[src/hdl/bf3_pkg.sv]
// Package of the 3x3 box filter: word types, register codes and the
// reciprocal table used by the channel lanes. No dependencies.
`timescale 1ns / 1ps
`default_nettype none

package bf3_pkg;

  localparam int PIX_W       = 8;
  localparam int LANES       = 3;
  localparam int TAPS        = 9;
  localparam int SUM_W       = 12;
  localparam int CNT_W       = 4;
  localparam int RECIP_SHIFT = 20;
  localparam int RECIP_W     = 21;
  localparam int PROD_W      = SUM_W + RECIP_W;
  localparam int WIDTH_W     = 11;
  localparam int HEIGHT_W    = 13;
  localparam int ROW_W       = 14;
  localparam int CFG_IDX_W   = 2;
  localparam int CFG_DATA_W  = 13;

  localparam logic CMD_PIXEL = 1'b0;
  localparam logic CMD_FLUSH = 1'b1;

  typedef enum logic [CFG_IDX_W-1:0] {
    REG_IMAGE_WIDTH  = 2'd0,
    REG_IMAGE_HEIGHT = 2'd1
  } cfg_reg_e;

  typedef struct packed {
    logic             cmd;
    logic [PIX_W-1:0] in_blue;
    logic [PIX_W-1:0] in_green;
    logic [PIX_W-1:0] in_red;
  } bf3_in_t;

  typedef struct packed {
    logic [PIX_W-1:0] out_blue;
    logic [PIX_W-1:0] out_green;
    logic [PIX_W-1:0] out_red;
    logic             frame_last;
  } bf3_out_t;

  typedef struct packed {
    logic sum_en;
    logic mul_en;
  } bf3_lane_ctl_t;

  // Rounded-up 2^20 / count. Exact floor division for sums below 2304.
  function automatic logic [RECIP_W-1:0] recip(input logic [CNT_W-1:0] count);
    logic [RECIP_W-1:0] r;
    case (count)
      4'd2:    r = 21'd524288;
      4'd3:    r = 21'd349526;
      4'd4:    r = 21'd262144;
      4'd5:    r = 21'd209716;
      4'd6:    r = 21'd174763;
      4'd7:    r = 21'd149797;
      4'd8:    r = 21'd131072;
      4'd9:    r = 21'd116509;
      default: r = 21'd1048576;
    endcase
    return r;
  endfunction

endpackage

`default_nettype wire

[src/hdl/bf3_lane.sv]
// One channel lane of the box filter: masked 3x3 sum, then the mean by a
// reciprocal multiply. Depends on bf3_pkg.
`timescale 1ns / 1ps
`default_nettype none

module bf3_lane import bf3_pkg::*; (
  input  logic                           clk_i,
  input  bf3_lane_ctl_t                  ctl_i,
  input  logic [TAPS-1:0][PIX_W-1:0]     taps_i,
  input  logic [TAPS-1:0]                mask_i,
  input  logic [CNT_W-1:0]               count_i,
  output logic [PIX_W-1:0]               mean_o
);

  logic [SUM_W-1:0]  sum_d;
  logic [SUM_W-1:0]  sum_q;
  logic [PROD_W-1:0] prod_q;

  always_comb begin
    sum_d = '0;
    for (int t = 0; t < TAPS; t++) begin
      if (mask_i[t]) begin
        sum_d = sum_d + SUM_W'(taps_i[t]);
      end
    end
  end

  always_ff @(posedge clk_i) begin
    if (ctl_i.sum_en) begin
      sum_q <= sum_d;
    end
    if (ctl_i.mul_en) begin
      prod_q <= PROD_W'(sum_q) * PROD_W'(recip(count_i));
    end
  end

  assign mean_o = prod_q[RECIP_SHIFT +: PIX_W];

endmodule

`default_nettype wire

[config.mk]
export PLATFORM = sky130hd
export DESIGN_NAME = bf3_lane
export DESIGN_NICKNAME = d
export VERILOG_FILES = /design/src/hdl/bf3_pkg.sv /design/src/hdl/bf3_lane.sv
export SDC_FILE = /design/constraint.sdc
export NUM_CORES = 1
export LEC_CHECK = 0
export BUFFER_PORTS_ARGS = -buffer_cell sky130_fd_sc_hd__buf_2
export CAP_MARGIN = 10
export CORE_ASPECT_RATIO = 2
export CORE_MARGIN = 2
export CORE_UTILIZATION = 64
export DETAILED_ROUTE_END_ITERATION = 8
export PLACE_DENSITY = 0.91
export SLEW_MARGIN = 15
export SYNTH_ARGS = -nofsm -noshare
export SYNTH_HDL_FRONTEND = slang
export SYNTH_SLANG_ARGS = --single-unit
[constraint.sdc]
create_clock -name clk_i -period 11.8 [get_ports clk_i]
set_input_delay 0.59 -clock clk_i [delete_from_list [all_inputs] [get_ports clk_i]]
set_output_delay 0.59 -clock clk_i [all_outputs]
set_load 0.05 [all_outputs]
### Yosys cells after proc, flatten, opt, wreduce, memory -nomap -nowiden

Memory sizes are Yosys's and may differ from the RTL's.
Index checks and enable logic that the tools add are counted.

| storage, ports and cells | value |
|---|---|
| flip-flop bits (word level) | 40 |
| latch bits | 0 |
| RAM bits | 0 |
| bits in read-only memories | 336 |
| input bits | 88 |
| output and inout port bits | 8 |
| logic and storage cells | 22 |
| memories kept | 1 |

Memory list:

| name | depth | width | rd ports | clocked after memory_dff | wr ports | line | RTL |
|---|---|---|---|---|---|---|---|
| (name not given) | 16 | 21 | 1 | 0 | 0 | bf3_pkg.sv:52 | `case (count)` |

| cells by class | value |
|---|---|
| add/subtract/negate cells | 8 |
| multiply operators | 1 |
| divide/modulo/power cells | 0 |
| magnitude comparators | 0 |
| equal/unequal tests | 0 |
| shift operators | 0 |
| muxes and demuxes | 10 |
| bitwise logic cells | 0 |
| reduce and logical (&&, ||, !) cells | 0 |

Operators with widths:

| kind | number |
|---|---|
| 12-bit by 8-bit adder with 12-bit output | 8 |
| 12-bit two-way mux | 8 |
| 12-bit by 21-bit multiplier with 28-bit output | 1 |
| 21-bit two-way mux | 1 |
| 8-bit two-way mux | 1 |

### Depth between registers and ports, before layout

Gate-level depths: netlist of run 1.

| depth | value |
|---|---|
| depth after elaboration | 17 |
| depth in mapped cells | 50 |
| gate-level depth less buffers | 50 |

### Least setup slack after synthesis of run 1

No wires, ideal clock.

| timing | value |
|---|---|
| path type | input -> register |
| start | input taps_i[0] (netlist name) |
| end | register sum_q[11], data pin |
| setup time | 0.259 ns |
| arrival | 8.207 ns |
| data required time | 11.541 ns |
| setup slack | 3.334 ns |
| cell stages on the path | 46 |
| buffers on the path | 0 |
| cells stage by stage | and2_1 > ha_1 > inv_1 > fa_1 > nand2b_1 > nand2b_1 > a21oi_1 > xnor2_1 > mux2_2 > ha_1 > o21ai_0 > nor2_1 > o21ai_0 > o21a_1 > ha_1 > o21a_1 > o31a_1 > a211oi_1 > [... 10 more ...] > nor2_1 > xnor2_1 > mux2_2 > ha_1 > or3_1 > a21boi_0 > o21ba_2 > ha_1 > o21ai_0 > nand2_1 > o2bb2ai_1 > ha_1 > o21a_1 > o21a_1 > o211ai_1 > maj3_2 > nor2_2 > xor2_1 |

| between the ends | value |
|---|---|
| longest elaborated chain between the ends | 17 |

Ends and longest elaborated chain:

| what | line | RTL |
|---|---|---|
| from (decl) | bf3_lane.sv:9 | `input logic [TAPS-1:0][PIX_W-1:0] taps_i,` |
| 8-bit two-way mux (*) | bf3_lane.sv:22 | `if (mask_i[t]) begin` |
| 12-bit by 8-bit adder with 12-bit output | bf3_lane.sv:23 | `sum_d = sum_d + SUM_W'(taps_i[t]);` |
| 12-bit two-way mux (*) | bf3_lane.sv:22 |  |
| 12-bit by 8-bit adder with 12-bit output | bf3_lane.sv:23 |  |
| 12-bit two-way mux (*) | bf3_lane.sv:22 |  |
| 12-bit by 8-bit adder with 12-bit output | bf3_lane.sv:23 |  |
| 12-bit two-way mux (*) | bf3_lane.sv:22 |  |
| 12-bit by 8-bit adder with 12-bit output | bf3_lane.sv:23 |  |
| [... 2 more ...] | n/a |  |
| 12-bit two-way mux (*) | bf3_lane.sv:22 |  |
| 12-bit by 8-bit adder with 12-bit output | bf3_lane.sv:23 |  |
| 12-bit two-way mux (*) | bf3_lane.sv:22 |  |
| 12-bit by 8-bit adder with 12-bit output | bf3_lane.sv:23 |  |
| 12-bit two-way mux (*) | bf3_lane.sv:22 |  |
| 12-bit by 8-bit adder with 12-bit output | bf3_lane.sv:23 |  |
| 12-bit two-way mux (*) | bf3_lane.sv:22 |  |
| named net sum_d[11] | bf3_lane.sv:15 | `logic [SUM_W-1:0] sum_d;` |
| to (signal assigned) | bf3_lane.sv:30 | `sum_q <= sum_d;` |
| to (decl) | bf3_lane.sv:16 | `logic [SUM_W-1:0] sum_q;` |

The timed path passes the listed nets; every way through them passes the cells marked *.
A chain may end at the register's enable or synchronous reset.

### Worst setup path after layout of run 1

| timing | value |
|---|---|
| start | input mask_i[0] |
| end | register sum_q[11], data pin |

| between the ends | value |
|---|---|
| longest elaborated chain between the ends | 17 |

Ends and longest elaborated chain:

| what | line | RTL |
|---|---|---|
| from (decl) | bf3_lane.sv:10 | `input logic [TAPS-1:0] mask_i,` |
| 8-bit two-way mux (*) | bf3_lane.sv:22 |  |
| 12-bit by 8-bit adder with 12-bit output | bf3_lane.sv:23 |  |
| 12-bit two-way mux (*) | bf3_lane.sv:22 |  |
| 12-bit by 8-bit adder with 12-bit output | bf3_lane.sv:23 |  |
| 12-bit two-way mux (*) | bf3_lane.sv:22 |  |
| 12-bit by 8-bit adder with 12-bit output | bf3_lane.sv:23 |  |
| 12-bit two-way mux (*) | bf3_lane.sv:22 |  |
| 12-bit by 8-bit adder with 12-bit output | bf3_lane.sv:23 |  |
| [... 2 more ...] | n/a |  |
| 12-bit two-way mux (*) | bf3_lane.sv:22 |  |
| 12-bit by 8-bit adder with 12-bit output | bf3_lane.sv:23 |  |
| 12-bit two-way mux (*) | bf3_lane.sv:22 |  |
| 12-bit by 8-bit adder with 12-bit output | bf3_lane.sv:23 |  |
| 12-bit two-way mux (*) | bf3_lane.sv:22 |  |
| 12-bit by 8-bit adder with 12-bit output | bf3_lane.sv:23 |  |
| 12-bit two-way mux (*) | bf3_lane.sv:22 |  |
| named net sum_d[11] | bf3_lane.sv:15 |  |

Marked as above.

==> impl_metrics.toml, run 1 <==
[outcome]
run_status = "finished, final reports clean"

[synthesis]
syn-num-nets = 1648
syn_avg_cell_area_um2 = 8.65
synth_ff_type = "edfxtp_1"
ys_types = 64
synth_top_cell_area_share_pct = 34.8
yosysMostFrequentCell = "inv_1"
ys_async_sr_fraction_pct = 0
synth_seq_cells = 20
syn_area_um2 = 10900
yosysTopAreaCell = "fa_1"
synth_warnings = 0
synth_common_cells = "inv_1, fa_1, nand2_1, ha_1, and2_1"
synth_edf_count = 20
synth-seq-area-share_pct = 5.53
yosys-top-cells-area = "fa_1, ha_1, inv_1"
postSynthCellCount = 1256

[timing]
slew_viol_final = 0
setup_viol = 0
clock_skew_ps = 3.40
fin_setup_tns_ps = 0
relSlewSlack_pct = 21.3
period_needed_ps = 9320
rsz0062_at_grt = "no"
hold_viol_final = 0
worst_slew_pin_slew_ps = 1180
finalCritPeriodShare_pct = 79.0
fmax_mhz = 107

[final_layout]
drive_above_1_share_pct = 11.2
area_growth_pct = 6.58
fillers = 1308
nNetsFinal = 1709

[floorplanning]
io-pin-count = 96
dieArea_um2 = 18100
coreArea_um2 = 16700
die_y_um = 188
initial_utilization_pct = 65.1
std_cell_rows = 67
die_w_um = 96.1

[worst_setup_path]
critPathKind = "primary input to register"
worst-path-buf-inv = 2
crit_family = "adder cells"
slowest_delay_ps = 390
cp_data_required_time_ps = 11820
slowest_stage = "fa_1"
cp-start-kind = "primary input"
cp_common_cell = "ha_1"
path_max_fanout = 8
cp-end-kind = "register"
cp.arrival_ps = 9340

[clock_network]
cts_hold_buf = 0
path_clk_slew_ps = 60
cts.sinks = 20
cts_tree = "done"
cts-root-buf = "clkbuf_16"
cts_setup_buffers = 0
postCtsResizedCells = 0
clockBufferDepth = 2
cts_buffers = 3
clkLatencyLatePin_ps = 260
cts_htree_levels = 1

[place]
routabilityCongestion = 1.04
portBuffers = 95
dp_hpwl_um = 24600

[power_and_ir_drop]
total_leakage_power_nw = 5.61
finalPower_mw = 2.43
peakVddDrop_v = 0.000159
power.density_nw_per_um2 = 210

[grt]
grt_overflow = 0
grt_usage_pct = 34.3
grt_first_pass_wirelength_um = 47400
grt_max_degree = 19
antenna_found_initial = 2
grt_pass1_vias = 10250

[routing]
viasPerCell = 6.03
drc_errors = 0
wl_um = 29000
routed-via-count = 9197
ant_nets = 0
drt-initial-drc-count = 480
wl_per_cell_um = 19.0
drt_pre_antenna_iters = 7

[job]
drv_cap = 0

[min_path]
hold_class = "primary input to register"
## cell usage in the layout, fill, tap and decap left out, types with 3 or more instances in the layout
master	netlist	final
o31a_1	3	3
o211ai_1	5	5
o21a_1	28	28
or2_2	3	3
a21boi_0	3	3
nor3_1	14	13
o21bai_1	8	8
nand4_1	3	3
a211o_1	4	4
nand2_1	180	180
o21ai_0	36	36
inv_1	222	222
o21ai_1	9	9
xnor2_1	43	43
ha_1	115	115
buf_4	0	4
nor2b_1	11	11
mux2i_1	7	7
edfxtp_1	20	20
o31ai_1	5	5
nand3_1	5	5
nand2b_1	11	11
buf_2	2	95
a211oi_1	9	9
a21oi_1	48	48
and3_1	8	8
xor2_1	15	15
nand3b_1	4	4
mux2_2	27	27
fa_1	189	189
a21o_1	26	26
clkbuf_16	0	3
and2_1	61	61
nor2_1	47	47
a31oi_1	6	6
a22oi_1	4	4
## worst paths after layout
path	startpoint	endpoint	slack (ps)	cells past startpoint
worst min register to register	sum_q[11]$_DFFE_PP_	prod_q[27]$_DFFE_PP_	1370	4
worst max-delay path	mask_i[0]	sum_q[11]$_DFFE_PP_	2480	47
worst max register to register	sum_q[4]$_DFFE_PP_	prod_q[27]$_DFFE_PP_	5400	16
worst min-delay path	ctl_i[0]	prod_q[21]$_DFFE_PP_	690	1
## worst register-to-register path: cells and delay by family (launching register included)
kind                       cells  cell delay, ps
AOI/OAI and AO/OA              7            2150
xor gates and xnor gates       1              90
adders and majority gates      6            2680
buffers and inverters          1              50
DFF                            1             920
and+or+nand+nor                1             260
## metal layers
layer  part of all wire, %  vias up  global-route usage, %
met5                     0        -                      0
met4                    11        0                   30.9
met3                   4.9      180                   3.80
met2                    54      432                   61.8
met1                    30     4448                   31.8
li1                      -     4137                      -
## area by class of cell
cell class / instances / area, um^2 / area share (%)
Clock buffer: 3 / 75.1 / 0.648
Clock inverter: 1 / 30.0 / 0.259
Antenna cell: 2 / 5.00 / 0.0432
Multi-Input combinational cell: 971 / 9270 / 80.1
Tap cell: 207 / 259 / 2.24
Inverter: 222 / 833 / 7.20
Sequential cell: 20 / 601 / 5.19
Timing Repair Buffer: 99 / 505 / 4.37
## through the flow
stage          instance area (um^2)  setup WS (ps)  util, %  hold WS (ps)  std cells
4_1_cts                       11600           2540     69.4           690       1523
5_1_grt                       11600           1800     69.4           690       1525
6_report                      11600           2480     69.4           687       1525
2_1_floorplan                 10900           3330        -           702       1256
3_3_place_gp                  11500           2630     68.7           951       1519
3_5_place_dp                  11500           2290     68.7           964       1519
## sequential cells by signal, indices dropped and copies added (netlist names)
register / flops
prod_q: 8
sum_q: 12
## power breakdown
part / leakage, nW / total, mW / switching (mW) / internal (mW)
Sequential: 0.196 / 0.273 / 0.115 / 0.158
Combinational: 5.36 / 2.06 / 1.17 / 0.896
Clock: 0.0511 / 0.0982 / 0.0307 / 0.0675
## logic make-up after synthesis
| group | after synthesis | share of synthesized area (%) |
|---|---|---|
| simple gates | 354 | 15.0 |
| fa+ha+maj | 305 | 48.2 |
| buf+inv | 265 | 9.19 |
| compound gates | 215 | 13.1 |
| xor+xnor | 62 | 5.38 |
| mux | 35 | 3.55 |
| flops | 20 | 5.53 |
Note: power is estimated with default switching activity, not from simulation.
==> run 2, diff against run 1 <==
Clock period 11.8 ns to 8.6 ns, I/O delays scaled along.
==> impl_metrics.toml, run 2 (synthesis gave the netlist of run 1 again) <==
[outcome]
run_status = "finished, violations left"
violations = "setup timing"

[grt]
antenna_found_initial = 0
grt_overflow = 0
grt_pass1_vias = 10552
grt_usage_pct = 35.0
grt_first_pass_wirelength_um = 48300
grt_max_degree = 19

[clock_network]
cts_htree_levels = 1
cts_buffers = 3
cts-root-buf = "clkbuf_16"
clockBufferDepth = 2
cts_hold_buf = 0
clkLatencyLatePin_ps = 270
cts_tree = "done"
path_clk_slew_ps = 60
cts.sinks = 20

[timing]
worst_slew_pin_slew_ps = 980
holdWs_ps = 521
finalCritPeriodShare_pct = 102
setup_viol = 3
relSlewSlack_pct = 34.7
clock_skew_ps = 1.80
period_needed_ps = 8730
hold_viol_final = 0
slew_viol_final = 0
fmax_mhz = 115
worst_slack_ps = -130

[floorplanning]
die_y_um = 188
std_cell_rows = 67
coreArea_um2 = 16700
io-pin-count = 96
die_w_um = 96.1
initial_utilization_pct = 65.1
dieArea_um2 = 18100

[power_and_ir_drop]
peakVddDrop_v = 0.000255
total_leakage_power_nw = 6.07
finalPower_mw = 4.02
power.density_nw_per_um2 = 311

[final_layout]
layout_common_cells = "inv_1, fa_1, nand2_1"
final_common_cell = "inv_1"
fillers = 1040
reg_top3 = "sum_q: 12 flops, prod_q: 8 flops"
diodes = 0
finish.cell_count_without_fillers = 1601
largest_reg_flops = 12
final_core_util_pct = 77.5
drive_above_1_share_pct = 23.5
top_register = "sum_q"
area_growth_pct = 18.9
nNetsFinal = 1787

[worst_setup_path]
cp-end-kind = "register"
slowest_stage = "fa_2"
cp_common_cell = "a21oi_2"
cp-start-kind = "primary input"
cp.arrival_ps = 8740
critPathKind = "primary input to register"
path_max_fanout = 4
cp_data_required_time_ps = 8610
slowest_delay_ps = 550

[routing]
routed-via-count = 10020
drt-initial-drc-count = 507
drt_pre_antenna_iters = 5
ant_nets = 0
drc_errors = 0
wl_um = 34600
wl_per_cell_um = 21.6
viasPerCell = 6.26

[job]
drv_cap = 0

[min_path]
hold_class = "primary input to register"

[place]
routabilityCongestion = 1.01
portBuffers = 95
dp_hpwl_um = 25200
dp.cells = 1582
preCtsSetupSlack_ps = -411
run 2: worst paths after layout:
kind | to | startpoint | depth (start not counted) | slack (ps)
min | prod_q[21]$_DFFE_PP_ | ctl_i[0] | 1 | 520
max | sum_q[10]$_DFFE_PP_ | mask_i[0] | 42 | -130
max reg2reg | prod_q[27]$_DFFE_PP_ | sum_q[3]$_DFFE_PP_ | 19 | 2220
min reg2reg | prod_q[27]$_DFFE_PP_ | sum_q[11]$_DFFE_PP_ | 4 | 1300
run 2: final cells by class:
type / count / area [um^2] / share of cell area (%)
well taps: 207 / 259 / 2.00
flip-flops and latches: 20 / 601 / 4.65
inverters: 222 / 836 / 6.47
repair buffers: 177 / 1090 / 8.47
clock inverters: 1 / 30.0 / 0.232
multi-input cells: 971 / 10000 / 77.6
clock buffers: 3 / 75.1 / 0.581
run 2: what timing repair did:
item | in CTS | in global routing
pin swaps | 6 | 48
resized for setup | 8 | 127
setup buffers | 2 | 13
setup endpoints to repair | 3 | 7
run 2: report_power, final:
group / switching (mW) / internal [mW]
logic: 1.90 / 1.62
clock network: 0.0409 / 0.0926
registers: 0.155 / 0.217
run 2: metal layers:
layer / wire length (um) / track usage (%)
met4: 4020 / 30.3
met2: 18700 / 64.9
met1: 9910 / 31.6
met5: 0 / 0
met3: 1990 / 3.44
run 2: worst max-delay path: cells and delay by family:
family,cells,cell delay [ps]
fa+ha+maj,9,3170
mux,6,1150
xor+xnor,3,340
simple gates,3,330
compound gates,12,2250
buf+inv,9,1040
run 2: stage by stage:
| step | setup TNS, ps | area [um^2] |
|---|---|---|
| floorplan | 0 | 10900 |
| global placement | -56.4 | 11900 |
| detailed placement | -1270 | 11900 |
| CTS | 0 | 12100 |
| global route | -1150 | 12900 |
| finish | -310 | 12900 |
==> run 3, diff against run 2 <==
Settings changed: ABC_AREA set to 1.
==> impl_metrics.toml, run 3 <==
[outcome]
run_status = "finished, final reports clean"

[routing]
drc_errors = 0
dr_wl_met2_um = 18400
drt-met1-wl_um = 9660
ant_nets = 0
routed-via-count = 10696
wl_per_cell_um = 19.4
wl_met3_um = 2150
viasPerCell = 5.89
drt_pre_antenna_iters = 8
wl_um = 35200
drt-initial-drc-count = 570
highest_layer = "met4"

[grt]
grt_pass1_vias = 11314
grt_overflow = 0
grt_max_degree = 17
antenna_found_initial = 1
grt_first_pass_wirelength_um = 54600
grt_usage_pct = 38.4

[power_and_ir_drop]
total_leakage_power_nw = 6.36
power.density_nw_per_um2 = 287
finalPower_mw = 3.55
peakVddDrop_v = 0.000191

[synthesis]
syn-num-nets = 1904
synth_common_cells = "nand2_1, inv_1, fa_1, nor2_1, ha_1"
yosys-top-cells-area = "fa_1, ha_1, nand2_1"
ys_types = 46
yosysMostFrequentCell = "nand2_1"
yosysTopAreaCell = "fa_1"
synth_seq_cells = 20
synth_ff_type = "edfxtp_1"
synth-seq-area-share_pct = 5.36
synth_warnings = 0
synth_edf_count = 20
ys_async_sr_fraction_pct = 0
postSynthCellCount = 1512
syn_area_um2 = 11200
synth_top_cell_area_share_pct = 33.8
syn_avg_cell_area_um2 = 7.41

[floorplanning]
die_w_um = 97.5
io-pin-count = 96
dieArea_um2 = 18600
die_y_um = 191
initial_utilization_pct = 65.1
coreArea_um2 = 17200
std_cell_rows = 68

[worst_setup_path]
cp_common_cell = "nand2_1"
critPathKind = "primary input to register"
cp.arrival_ps = 8220
cp-start-kind = "primary input"
slowest_stage = "ha_1"
cp-end-kind = "register"
worst-path-buf-inv = 9
path_max_fanout = 6
cp_data_required_time_ps = 8640
crit_family = "adder cells"
slowest_delay_ps = 390

[final_layout]
nNetsFinal = 1997
layout_common_cells = "nand2_1, inv_1, fa_1"
top_register = "sum_q"
final_common_cell = "nand2_1"
final_core_util_pct = 71.9
drive_above_1_share_pct = 13.9
reg_top3 = "sum_q: 12 flops, prod_q: 8 flops"
largest_reg_flops = 12
area_growth_pct = 10.4

[place]
dp_hpwl_um = 28900
portBuffers = 95
routabilityCongestion = 1.08

[timing]
finalCritPeriodShare_pct = 95.1
fmax_mhz = 122
period_needed_ps = 8180
fin_setup_tns_ps = 0
slew_viol_final = 0
worst_slew_pin_slew_ps = 1120
relSlewSlack_pct = 24.4
setup_viol = 0
hold_viol_final = 0
clock_skew_ps = 6.71
holdWs_ps = 491

[clock_network]
cts_buffers = 3
path_clk_slew_ps = 70
cts_hold_buf = 0
cts.sinks = 20
cts_htree_levels = 1
clkLatencyLatePin_ps = 280
cts_tree = "done"
cts-root-buf = "clkbuf_16"
clockBufferDepth = 2

[min_path]
hold_class = "primary input to register"

[job]
drv_cap = 0
## run 3: worst paths after layout
kind | start | slack, ps | end | cells after the start
min reg2reg | sum_q[7]$_DFFE_PP_ | 1540 | prod_q[27]$_DFFE_PP_ | 5
max | mask_i[0] | 420 | sum_q[11]$_DFFE_PP_ | 53
min | ctl_i[0] | 490 | prod_q[20]$_DFFE_PP_ | 1
max reg2reg | sum_q[3]$_DFFE_PP_ | 2430 | prod_q[27]$_DFFE_PP_ | 18
## run 3: cells by family after synthesis
group           share of synthesized area [%]
xor+xnor                                 4.38
simple gates                             22.7
buf+inv                                  12.3
compound gates                           8.67
fa+ha+maj                                46.6
flops                                    5.36
## run 3: cell type report
class	instances	area (um^2)
inverter	334	1250
timing repair buffer	117	641
clock buffer	3	75.1
clock inverter	1	30.0
sequential	20	601
multi-input combinational	1129	9500
antenna	1	2.50
fill	1357	4820
tap	210	263
## run 3: what timing repair did
action	4_1_cts	5_1_grt
setup endpoints to repair	0	5
gates resized for setup	0	58
setup buffers	0	8
## run 3: where the power goes
| part | switching [mW] | internal [mW] | leakage, nW |
|---|---|---|---|
| registers | 0.104 | 0.202 | 0.196 |
| clock network | 0.0450 | 0.0928 | 0.0511 |
| logic | 1.94 | 1.17 | 6.11 |
## run 3: layer usage
metal  vias up  track usage [%]
met5         -                0
met4         0             41.1
met3       285             6.18
met2       512             71.2
met1      5088             31.9
li1       4811                -
## run 3: stage by stage
stage	instance area, um^2	instances	worst slack (ps)
final	12400	1815	417
after global routing	12400	1815	-54.4
after CTS	12000	1806	71.3
after detailed placement	11900	1802	-199
after global placement	11900	1802	101
after floorplan	11200	1512	658
